$ cat src/hw/rtl/pac_pkg.sv
`timescale 1ns / 1ps

package pac_pkg;

   localparam int CSR_ADDR_W = 5;
   localparam int CSR_DATA_W = 32;

   // register indexes (paddr[4:2])
   localparam logic [2:0] REG_MODE       = 3'd0;
   localparam logic [2:0] REG_TINT_COLOR = 3'd1;
   localparam logic [2:0] REG_TINT_ALPHA = 3'd2;
   localparam logic [2:0] REG_FILL_COLOR = 3'd3;
   localparam logic [2:0] REG_FILL_ALPHA = 3'd4;

   // modes
   localparam logic [1:0] MODE_BLEND = 2'd0;
   localparam logic [1:0] MODE_FILL  = 2'd1;
   localparam logic [1:0] MODE_TFILL = 2'd2;

   // per-pixel operation decided in the first stage
   localparam logic [1:0] OP_NONE  = 2'd0;
   localparam logic [1:0] OP_BLEND = 2'd1;
   localparam logic [1:0] OP_FILL  = 2'd2;
   localparam logic [1:0] OP_TFILL = 2'd3;

   localparam logic [8:0]  ONE_FACTOR   = 9'd256;
   localparam logic [16:0] ALPHA_ONE    = 17'h10000;
   localparam logic [7:0]  ALPHA_OPAQUE = 8'hff;

   localparam logic [1:0]  RST_MODE       = 2'd0;
   localparam logic [26:0] RST_TINT_COLOR = 27'h4020100;
   localparam logic [8:0]  RST_TINT_ALPHA = 9'd256;
   localparam logic [23:0] RST_FILL_COLOR = 24'h000000;
   localparam logic [8:0]  RST_FILL_ALPHA = 9'd256;

   typedef struct packed {
      logic [1:0]       mode;
      logic [2:0][8:0]  tint;        // saturated, index 0 = blue
      logic [8:0]       tint_alpha;  // saturated
      logic [2:0][7:0]  fill;
      logic [8:0]       fill_alpha;  // raw
   } cfg_type;

   typedef struct packed {
      logic [1:0]       op;
      logic [16:0]      alpha;
      logic [2:0][15:0] st;
      logic [2:0][7:0]  dst;
      logic [2:0][15:0] fp;
      logic [2:0][15:0] dp;
   } s1_type;

   typedef struct packed {
      logic [1:0]       op;
      logic [2:0][31:0] p;
      logic [2:0][23:0] q;
      logic [2:0][7:0]  bf;
   } s2_type;

   function automatic logic [8:0] sat_factor(input logic [8:0] v);
      return (v > ONE_FACTOR) ? ONE_FACTOR : v;
   endfunction

endpackage

$ cat src/hw/rtl/pixel_alpha_compositor_core.sv
`timescale 1ns / 1ps
// A pixel transferred on req_ passes through the stage 1, stage 2 and stage 3 registers
// before its result is ready to transfer on rsp_.
// Throughput: one pixel per cycle; three register stages (products, weighted
// products, final sum) fill bubbles while rsp_ready is low and stall only when full.
// Reset: synchronous active high; clears stage valid bits and loads register
// defaults (blend mode, unit tints, black fill, opaque fill alpha).
module pixel_alpha_compositor_core (
   input  logic                           clock,
   input  logic                           reset,
   input  logic                           req_valid,
   output logic                           req_ready,
   input  logic [31:0]                    req_src_pixel,
   input  logic [31:0]                    req_dst_pixel,
   output logic                           rsp_valid,
   input  logic                           rsp_ready,
   output logic [31:0]                    rsp_out_pixel,
   output logic                           rsp_write_enable,
   input  logic                           csr_psel,
   input  logic                           csr_penable,
   input  logic                           csr_pwrite,
   input  logic [pac_pkg::CSR_ADDR_W-1:0] csr_paddr,
   input  logic [pac_pkg::CSR_DATA_W-1:0] csr_pwdata,
   output logic [pac_pkg::CSR_DATA_W-1:0] csr_prdata,
   output logic                           csr_pready
);

   pac_pkg::cfg_type cfg;
   pac_pkg::s1_type  s1_data;
   pac_pkg::s2_type  s2_data;
   logic             s1_valid;
   logic             s1_ready;
   logic             s2_valid;
   logic             s2_ready;

   pac_csr u_csr (
      .clock   (clock),
      .reset   (reset),
      .psel    (csr_psel),
      .penable (csr_penable),
      .pwrite  (csr_pwrite),
      .paddr   (csr_paddr),
      .pwdata  (csr_pwdata),
      .prdata  (csr_prdata),
      .pready  (csr_pready),
      .cfg     (cfg)
   );

   pac_stage1 u_stage1 (
      .clock     (clock),
      .reset     (reset),
      .cfg       (cfg),
      .in_valid  (req_valid),
      .in_ready  (req_ready),
      .src_pixel (req_src_pixel),
      .dst_pixel (req_dst_pixel),
      .out_valid (s1_valid),
      .out_ready (s1_ready),
      .out_data  (s1_data)
   );

   pac_stage2 u_stage2 (
      .clock     (clock),
      .reset     (reset),
      .in_valid  (s1_valid),
      .in_ready  (s1_ready),
      .in_data   (s1_data),
      .out_valid (s2_valid),
      .out_ready (s2_ready),
      .out_data  (s2_data)
   );

   pac_stage3 u_stage3 (
      .clock        (clock),
      .reset        (reset),
      .in_valid     (s2_valid),
      .in_ready     (s2_ready),
      .in_data      (s2_data),
      .out_valid    (rsp_valid),
      .out_ready    (rsp_ready),
      .out_pixel    (rsp_out_pixel),
      .write_enable (rsp_write_enable)
   );

endmodule

$ cat src/hw/rtl/pac_csr.sv
`timescale 1ns / 1ps

module pac_csr (
   input  logic                           clock,
   input  logic                           reset,
   input  logic                           psel,
   input  logic                           penable,
   input  logic                           pwrite,
   input  logic [pac_pkg::CSR_ADDR_W-1:0] paddr,
   input  logic [pac_pkg::CSR_DATA_W-1:0] pwdata,
   output logic [pac_pkg::CSR_DATA_W-1:0] prdata,
   output logic                           pready,
   output pac_pkg::cfg_type               cfg
);

   logic [1:0]  mode_ff;
   logic [26:0] tint_color_ff;
   logic [8:0]  tint_alpha_ff;
   logic [23:0] fill_color_ff;
   logic [8:0]  fill_alpha_ff;
   logic [2:0]  index;
   logic        wr_en;

   assign index  = paddr[4:2];
   assign wr_en  = psel && penable && pwrite;
   assign pready = 1'b1;

   always_ff @(posedge clock) begin
      if (reset) begin
         mode_ff       <= pac_pkg::RST_MODE;
         tint_color_ff <= pac_pkg::RST_TINT_COLOR;
         tint_alpha_ff <= pac_pkg::RST_TINT_ALPHA;
         fill_color_ff <= pac_pkg::RST_FILL_COLOR;
         fill_alpha_ff <= pac_pkg::RST_FILL_ALPHA;
      end else if (wr_en) begin
         unique case (index)
            pac_pkg::REG_MODE:       mode_ff       <= pwdata[1:0];
            pac_pkg::REG_TINT_COLOR: tint_color_ff <= pwdata[26:0];
            pac_pkg::REG_TINT_ALPHA: tint_alpha_ff <= pwdata[8:0];
            pac_pkg::REG_FILL_COLOR: fill_color_ff <= pwdata[23:0];
            pac_pkg::REG_FILL_ALPHA: fill_alpha_ff <= pwdata[8:0];
            default: ;
         endcase
      end
   end

   always_comb begin
      unique case (index)
         pac_pkg::REG_MODE:       prdata = {30'd0, mode_ff};
         pac_pkg::REG_TINT_COLOR: prdata = {5'd0, tint_color_ff};
         pac_pkg::REG_TINT_ALPHA: prdata = {23'd0, tint_alpha_ff};
         pac_pkg::REG_FILL_COLOR: prdata = {8'd0, fill_color_ff};
         pac_pkg::REG_FILL_ALPHA: prdata = {23'd0, fill_alpha_ff};
         default:                 prdata = '0;
      endcase
   end

   always_comb begin
      cfg.mode       = mode_ff;
      cfg.tint[0]    = pac_pkg::sat_factor(tint_color_ff[8:0]);
      cfg.tint[1]    = pac_pkg::sat_factor(tint_color_ff[17:9]);
      cfg.tint[2]    = pac_pkg::sat_factor(tint_color_ff[26:18]);
      cfg.tint_alpha = pac_pkg::sat_factor(tint_alpha_ff);
      cfg.fill       = fill_color_ff;
      cfg.fill_alpha = fill_alpha_ff;
   end

endmodule

$ cat src/hw/rtl/pac_stage1.sv
`timescale 1ns / 1ps

// Operation decode and first products.
module pac_stage1 (
   input  logic             clock,
   input  logic             reset,
   input  pac_pkg::cfg_type cfg,
   input  logic             in_valid,
   output logic             in_ready,
   input  logic [31:0]      src_pixel,
   input  logic [31:0]      dst_pixel,
   output logic             out_valid,
   input  logic             out_ready,
   output pac_pkg::s1_type  out_data
);

   logic            valid_ff;
   pac_pkg::s1_type data_ff;
   pac_pkg::s1_type data_in;
   logic [7:0]      sa;
   logic [8:0]      eff_alpha;
   logic [8:0]      eff_inv;
   logic [3:0][7:0] src_ch;
   logic [3:0][7:0] dst_ch;
   logic [16:0]     alpha_full;
   logic [16:0]     st_full;
   logic [16:0]     fp_full;
   logic [16:0]     dp_full;

   assign in_ready  = !valid_ff || out_ready;
   assign out_valid = valid_ff;
   assign out_data  = data_ff;

   always_comb begin
      src_ch = src_pixel;
      dst_ch = dst_pixel;
      sa     = src_ch[3];

      if (cfg.mode == pac_pkg::MODE_BLEND) begin
         data_in.op = (sa != 8'd0) ? pac_pkg::OP_BLEND : pac_pkg::OP_NONE;
      end else if (cfg.mode == pac_pkg::MODE_FILL ||
                   (cfg.mode == pac_pkg::MODE_TFILL &&
                    cfg.fill_alpha >= pac_pkg::ONE_FACTOR)) begin
         data_in.op = pac_pkg::OP_FILL;
      end else if (cfg.mode == pac_pkg::MODE_TFILL && cfg.fill_alpha != 9'd0) begin
         data_in.op = pac_pkg::OP_TFILL;
      end else begin
         data_in.op = pac_pkg::OP_NONE;
      end

      // opaque fill runs through the translucent path at full opacity
      eff_alpha = (data_in.op == pac_pkg::OP_FILL) ? pac_pkg::ONE_FACTOR
                                                    : {1'b0, cfg.fill_alpha[7:0]};
      eff_inv   = pac_pkg::ONE_FACTOR - eff_alpha;

      alpha_full    = 17'(sa) * 17'(cfg.tint_alpha);
      data_in.alpha = alpha_full;

      for (int k = 0; k < 3; k++) begin
         st_full         = 17'(src_ch[k]) * 17'(cfg.tint[k]);
         fp_full         = 17'(cfg.fill[k]) * 17'(eff_alpha);
         dp_full         = 17'(dst_ch[k]) * 17'(eff_inv);
         data_in.st[k]   = st_full[15:0];
         data_in.fp[k]   = fp_full[15:0];
         data_in.dp[k]   = dp_full[15:0];
         data_in.dst[k]  = dst_ch[k];
      end
   end

   always_ff @(posedge clock) begin
      if (reset) begin
         valid_ff <= 1'b0;
      end else if (in_ready) begin
         valid_ff <= in_valid;
      end
   end

   always_ff @(posedge clock) begin
      if (in_ready && in_valid) begin
         data_ff <= data_in;
      end
   end

endmodule

$ cat src/hw/rtl/pac_stage2.sv
`timescale 1ns / 1ps

// Blend weights applied; translucent fill finished.
module pac_stage2 (
   input  logic            clock,
   input  logic            reset,
   input  logic            in_valid,
   output logic            in_ready,
   input  pac_pkg::s1_type in_data,
   output logic            out_valid,
   input  logic            out_ready,
   output pac_pkg::s2_type out_data
);

   logic            valid_ff;
   pac_pkg::s2_type data_ff;
   pac_pkg::s2_type data_in;
   logic [16:0]     inv_alpha;
   logic [32:0]     p_full;
   logic [24:0]     q_full;
   logic [16:0]     f_sum;

   assign in_ready  = !valid_ff || out_ready;
   assign out_valid = valid_ff;
   assign out_data  = data_ff;

   always_comb begin
      data_in.op = in_data.op;
      inv_alpha  = pac_pkg::ALPHA_ONE - in_data.alpha;
      for (int k = 0; k < 3; k++) begin
         // s*t*a stays below 2^32
         p_full        = 33'(in_data.st[k]) * 33'(in_data.alpha);
         q_full        = 25'(in_data.dst[k]) * 25'(inv_alpha);
         f_sum         = 17'(in_data.fp[k]) + 17'(in_data.dp[k]);
         data_in.p[k]  = p_full[31:0];
         data_in.q[k]  = q_full[23:0];
         data_in.bf[k] = f_sum[15:8];
      end
   end

   always_ff @(posedge clock) begin
      if (reset) begin
         valid_ff <= 1'b0;
      end else if (in_ready) begin
         valid_ff <= in_valid;
      end
   end

   always_ff @(posedge clock) begin
      if (in_ready && in_valid) begin
         data_ff <= data_in;
      end
   end

endmodule

$ cat src/hw/rtl/pac_stage3.sv
`timescale 1ns / 1ps

// Final sum, result select and output register.
module pac_stage3 (
   input  logic            clock,
   input  logic            reset,
   input  logic            in_valid,
   output logic            in_ready,
   input  pac_pkg::s2_type in_data,
   output logic            out_valid,
   input  logic            out_ready,
   output logic [31:0]     out_pixel,
   output logic            write_enable
);

   logic        valid_ff;
   logic [31:0] pixel_ff;
   logic [31:0] pixel_in;
   logic        we_ff;
   logic        we_in;
   logic [2:0][7:0] blend_ch;
   logic [31:0] sum;

   assign in_ready     = !valid_ff || out_ready;
   assign out_valid    = valid_ff;
   assign out_pixel    = pixel_ff;
   assign write_enable = we_ff;

   always_comb begin
      for (int k = 0; k < 3; k++) begin
         sum         = in_data.p[k] + {in_data.q[k], 8'h00};
         blend_ch[k] = sum[31:24];
      end
      case (in_data.op) inside
         pac_pkg::OP_BLEND: begin
            pixel_in = {pac_pkg::ALPHA_OPAQUE, blend_ch};
            we_in    = 1'b1;
         end
         pac_pkg::OP_FILL, pac_pkg::OP_TFILL: begin
            pixel_in = {pac_pkg::ALPHA_OPAQUE, in_data.bf};
            we_in    = 1'b1;
         end
         default: begin
            pixel_in = '0;
            we_in    = 1'b0;
         end
      endcase
   end

   always_ff @(posedge clock) begin
      if (reset) begin
         valid_ff <= 1'b0;
      end else if (in_ready) begin
         valid_ff <= in_valid;
      end
   end

   always_ff @(posedge clock) begin
      if (in_ready && in_valid) begin
         pixel_ff <= pixel_in;
         we_ff    <= we_in;
      end
   end

endmodule

$ cat config.mk
export PLATFORM = sky130hd
export DESIGN_NAME = pixel_alpha_compositor_core
export DESIGN_NICKNAME = d
export VERILOG_FILES = /design/src/hw/rtl/pac_pkg.sv /design/src/hw/rtl/pixel_alpha_compositor_core.sv /design/src/hw/rtl/pac_csr.sv /design/src/hw/rtl/pac_stage1.sv /design/src/hw/rtl/pac_stage2.sv /design/src/hw/rtl/pac_stage3.sv
export SDC_FILE = /design/constraint.sdc
export NUM_CORES = 2
export LEC_CHECK = 0
export BUFFER_PORTS_ARGS = -buffer_cell sky130_fd_sc_hd__buf_4
export CAP_MARGIN = 0
export CORE_ASPECT_RATIO = 0.9
export CORE_MARGIN = 2
export CORE_UTILIZATION = 30
export DETAILED_ROUTE_END_ITERATION = 7
export PLACE_DENSITY_LB_ADDON = 0.08
export SETUP_SLACK_MARGIN = 0.4
export SYNTH_ARGS = -nofsm -noshare
export SYNTH_HDL_FRONTEND = slang
export SYNTH_SLANG_ARGS = --single-unit
export TNS_END_PERCENT = 20
$ cat constraint.sdc
create_clock -name clock -period 20.4 [get_ports clock]
set_clock_uncertainty 0.2 [all_clocks]
set_input_delay 2.04 -clock clock [delete_from_list [all_inputs] [get_ports clock]]
set_output_delay 2.04 -clock clock [all_outputs]
set_load 0.02 [all_outputs]
==> impl_metrics.toml <==
[worst_setup_path]
r2r-start = "u_stage1.out_data[181]"
worst_path_most_repeated_cell = "fa_1"
critPathMaxStageDelay_ps = 970
cp_top_family = "adder cells"
path_cells = "buf_4 > nand2_1 > fa_1 > inv_1 > fa_1 > inv_1 > fa_1 > inv_1 > fa_1 > inv_1 > fa_1 > inv_1 > fa_1 > ha_1 > nand4_1 > nor3_1 > nand4_1 > a31oi_1 > o21ai_0 > a31oi_1 > o21ai_0 > a311oi_1 > xnor2_1"
crit_path_max_fanout = 35
cp.arrival_ps = 8720
crit_buf_inv = 6
critPathRequiredTime_ps = 20580
cp-start-kind = "flop"
critical-path-slowest-cell = "edfxtp_1"
ff2ff_path_depth = 23
worst_setup_path_end_kind = "flop"
r2r_end = "u_stage2.out_data[127]"
r2r_slack_ps = 11860
criticalPathCategory = "flop to flop"

[sta]
tightestPinTransition_ps = 1154
finalCriticalPeriod_ps = 8543
rsz0062_at_grt = "false"
hold_slack_ps = 271.5
setup_viol = 0
hold_violations = 0
min_period_over_period_pct = 41.88
fmax_mhz = 117.1
max_slew_margin_pct = 23.07
setup_tns_ps = 0
slew_viol_final = 0

[floorplan]
io_pins = 176
die_w_um = 541.6
rows = 177
die-area_mm2 = 0.2642
fp.dieH_um = 487.8
start_util_pct = 30.17
coreArea_mm2 = 0.2587

[layout]
fin_nets = 10540
syn_to_final_growth_pct = 9.050
fillers = 26860
layout-drive-gt1-share_pct = 4.902

[logic_synthesis]
synth_area_leaders = "fa_1 33%, edfxtp_1 15%, ha_1 14%"
synthTopCellsByCount = "1585 x inv_1, 1296 x fa_1, 1259 x nand2_1"
synth_edf_count = 382
yosysMostFrequentCell = "inv_1"
ys.flop_type = "edfxtp_1"
synthDistinctLibCells = 75
synth-seq-cells = 456
syn_inst = 8342
seq_area_frac_synth_pct = 16.60
syn_area_mm2 = 0.07803
synth.avg_cell_area_um2 = 9.354
synth_top_area_share_pct = 33.25
yosysWarnings = 0
synthArstFlopShare_pct = 0
yosys.area.top_type = "fa_1"

[drt]
ant_nets = 0
drc = 0
wl_per_cell_um = 19.84
dr.first_iter.drc_count = 2487
num_vias = 54590
routed_wl_mm = 232.3
avgViaCountPerCell = 4.661
dr.pass1.iters = 5

[clocking]
insertion_delay_ps = 710
ctsResizeCount = 0
clk_pin_slew_ps = 60
clock_path_buffers = 3
clock-sinks = 456
cts_tree = "yes"
cts_hold_buf = 0
cts_setup_buffers = 0
cts_buffers = 66
clock-root-buffer = "clkbuf_16"
htreeDepth = 3

[global_routing]
grt_util_all_layers_pct = 17.89
antenna_found_initial = 26
grt_pass1_vias = 59190
use_met1_pct = 25.20
met2_usage_pct = 29.87
grt_pass1_wl_mm = 362.2
top_usage_layer = "met2"
use_met3_pct = 1.888
gr-total-overflow = 0
grt_max_degree = 93

[hold_path]
worstHoldStart = "u_csr.tint_color_ff[13]"
hold_depth = 2
min_path_type = "flop to flop"
min_to = "u_csr.tint_color_ff[13]"

[placement]
portBuffers = 154
place_congestion = 0.7956
hpwl_mm = 180.4

[power]
p_leak_nw = 40.71
power_density_mw_per_mm2 = 95.76
peakVddDrop_uv = 98.52

[run]
drv_cap = 0

[status]
status = "completed"
-- area by class of cell --
cell class	count	area [µm²]	area share, %
Multi-Input combinational cell	5899	57870	68.00
Sequential cell	456	12950	15.22
Inverter	1585	5949	6.992
Tap cell	3401	4255	5.001
Timing Repair Buffer	245	1839	2.162
Clock buffer	81	1728	2.031
Clock inverter	37	479.2	0.5632
Antenna cell	8	20.02	0.02353
-- registers in the layout, summed over array words and instances (netlist names) --
signal,cells
u_stage2.out_data,170
u_csr.tint_color_ff,27
u_stage3.out_valid,1
u_csr.mode_ff,2
u_csr.fill_color_ff,24
u_stage1.out_data,187
u_csr.fill_alpha_ff,9
u_stage1.out_valid,1
u_stage3.out_pixel,25
u_csr.tint_alpha_ff,9
u_stage2.out_valid,1
-- per-layer routing --
metal  up-vias  wire length (µm)
met1     28050            112800
met3       192              7332
met5         -                 0
met4         0              3798
met2       797            108400
li1      25550                 -
-- power breakdown --
part           total [mW]  switching (mW)  internal, mW  leakage, nW
Clock                1.19           0.506         0.680         1.06
Sequential           1.59           0.136          1.45         4.31
Combinational        5.37            3.15          2.22         35.3
-- how the worst max path moves through the flow --
stage | end | depth (start not counted) | slack [ps] | startpoint
after floorplan | u_stage2.out_data[0] | 2 | 4850 | rsp_ready
after global routing | u_stage2.out_data[127] | 23 | 11310 | u_stage1.out_data[181]
after global placement | u_stage2.out_data[127] | 23 | 11860 | u_stage1.out_data[181]
after CTS | u_stage2.out_data[127] | 23 | 11710 | u_stage1.out_data[181]
final | u_stage2.out_data[127] | 23 | 11860 | u_stage1.out_data[181]
after detailed placement | u_stage2.out_data[124] | 22 | 11760 | u_stage1.out_data[181]
-- per-stage QoR --
step                      instance area [µm²]  total power, mW  cells  utilization (%)  worst slack (ps)
after floorplan                         78040            5.413   8346                -              4851
after global placement                  82860            7.090  11590            32.03             11860
after detailed placement                82860            7.084  11590            32.03             11760
after CTS                               85070            8.371  11700            32.89             11710
after global routing                    85080            9.035  11710            32.89             11310
final                                   85090            8.148  11710            32.90             11860
-- cell families (layout without fill, tap and decap cells) --
logic type / Yosys count / after routing / share of synthesized area [%]
buffers and inverters: 1991 / 1948 / 9.650
other: 2 / 14 / 0.009625
adders and majority gates: 2181 / 2181 / 47.44
AOI/OAI and AO/OA: 607 / 607 / 5.165
DFF: 456 / 456 / 16.60
xor gates and xnor gates: 331 / 331 / 3.735
and+or+nand+nor: 2731 / 2731 / 16.84
muxes: 43 / 43 / 0.5548
-- layout by cell type, fill, tap and decap left out, types with 13 or more instances in the layout --
master / instances
nand2b_1: 22
a21oi_1: 192
nand3_1: 40
xnor2_1: 254
clkbuf_1: 13
fa_1: 1296
nor2_1: 283
and2_1: 737
nand2_1: 1259
a22o_1: 21
nor2b_1: 75
dfxtp_1: 73
ha_1: 885
clkbuf_16: 66
o21a_1: 47
buf_4: 245
nor3_1: 69
o41ai_1: 26
o21ai_0: 97
mux2i_1: 40
a21boi_0: 35
nor4_1: 14
a21o_1: 49
inv_1: 1585
or3_1: 15
o21bai_1: 16
and3_1: 152
xor2_1: 56
nand4_1: 25
edfxtp_1: 382
-- worst register-to-register path: stages (launching register included) --
cell	delay (ps)
edfxtp_1	970
buf_4	670
nand2_1	210
fa_1	570
inv_1	50
fa_1	530
inv_1	60
fa_1	530
inv_1	70
fa_1	530
inv_1	50
fa_1	470
inv_1	50
fa_1	440
ha_1	370
nand4_1	100
nor3_1	250
nand4_1	240
a31oi_1	470
o21ai_0	320
a31oi_1	410
o21ai_0	170
a311oi_1	340
xnor2_1	160
Note: power is estimated with default switching activity, not from simulation.
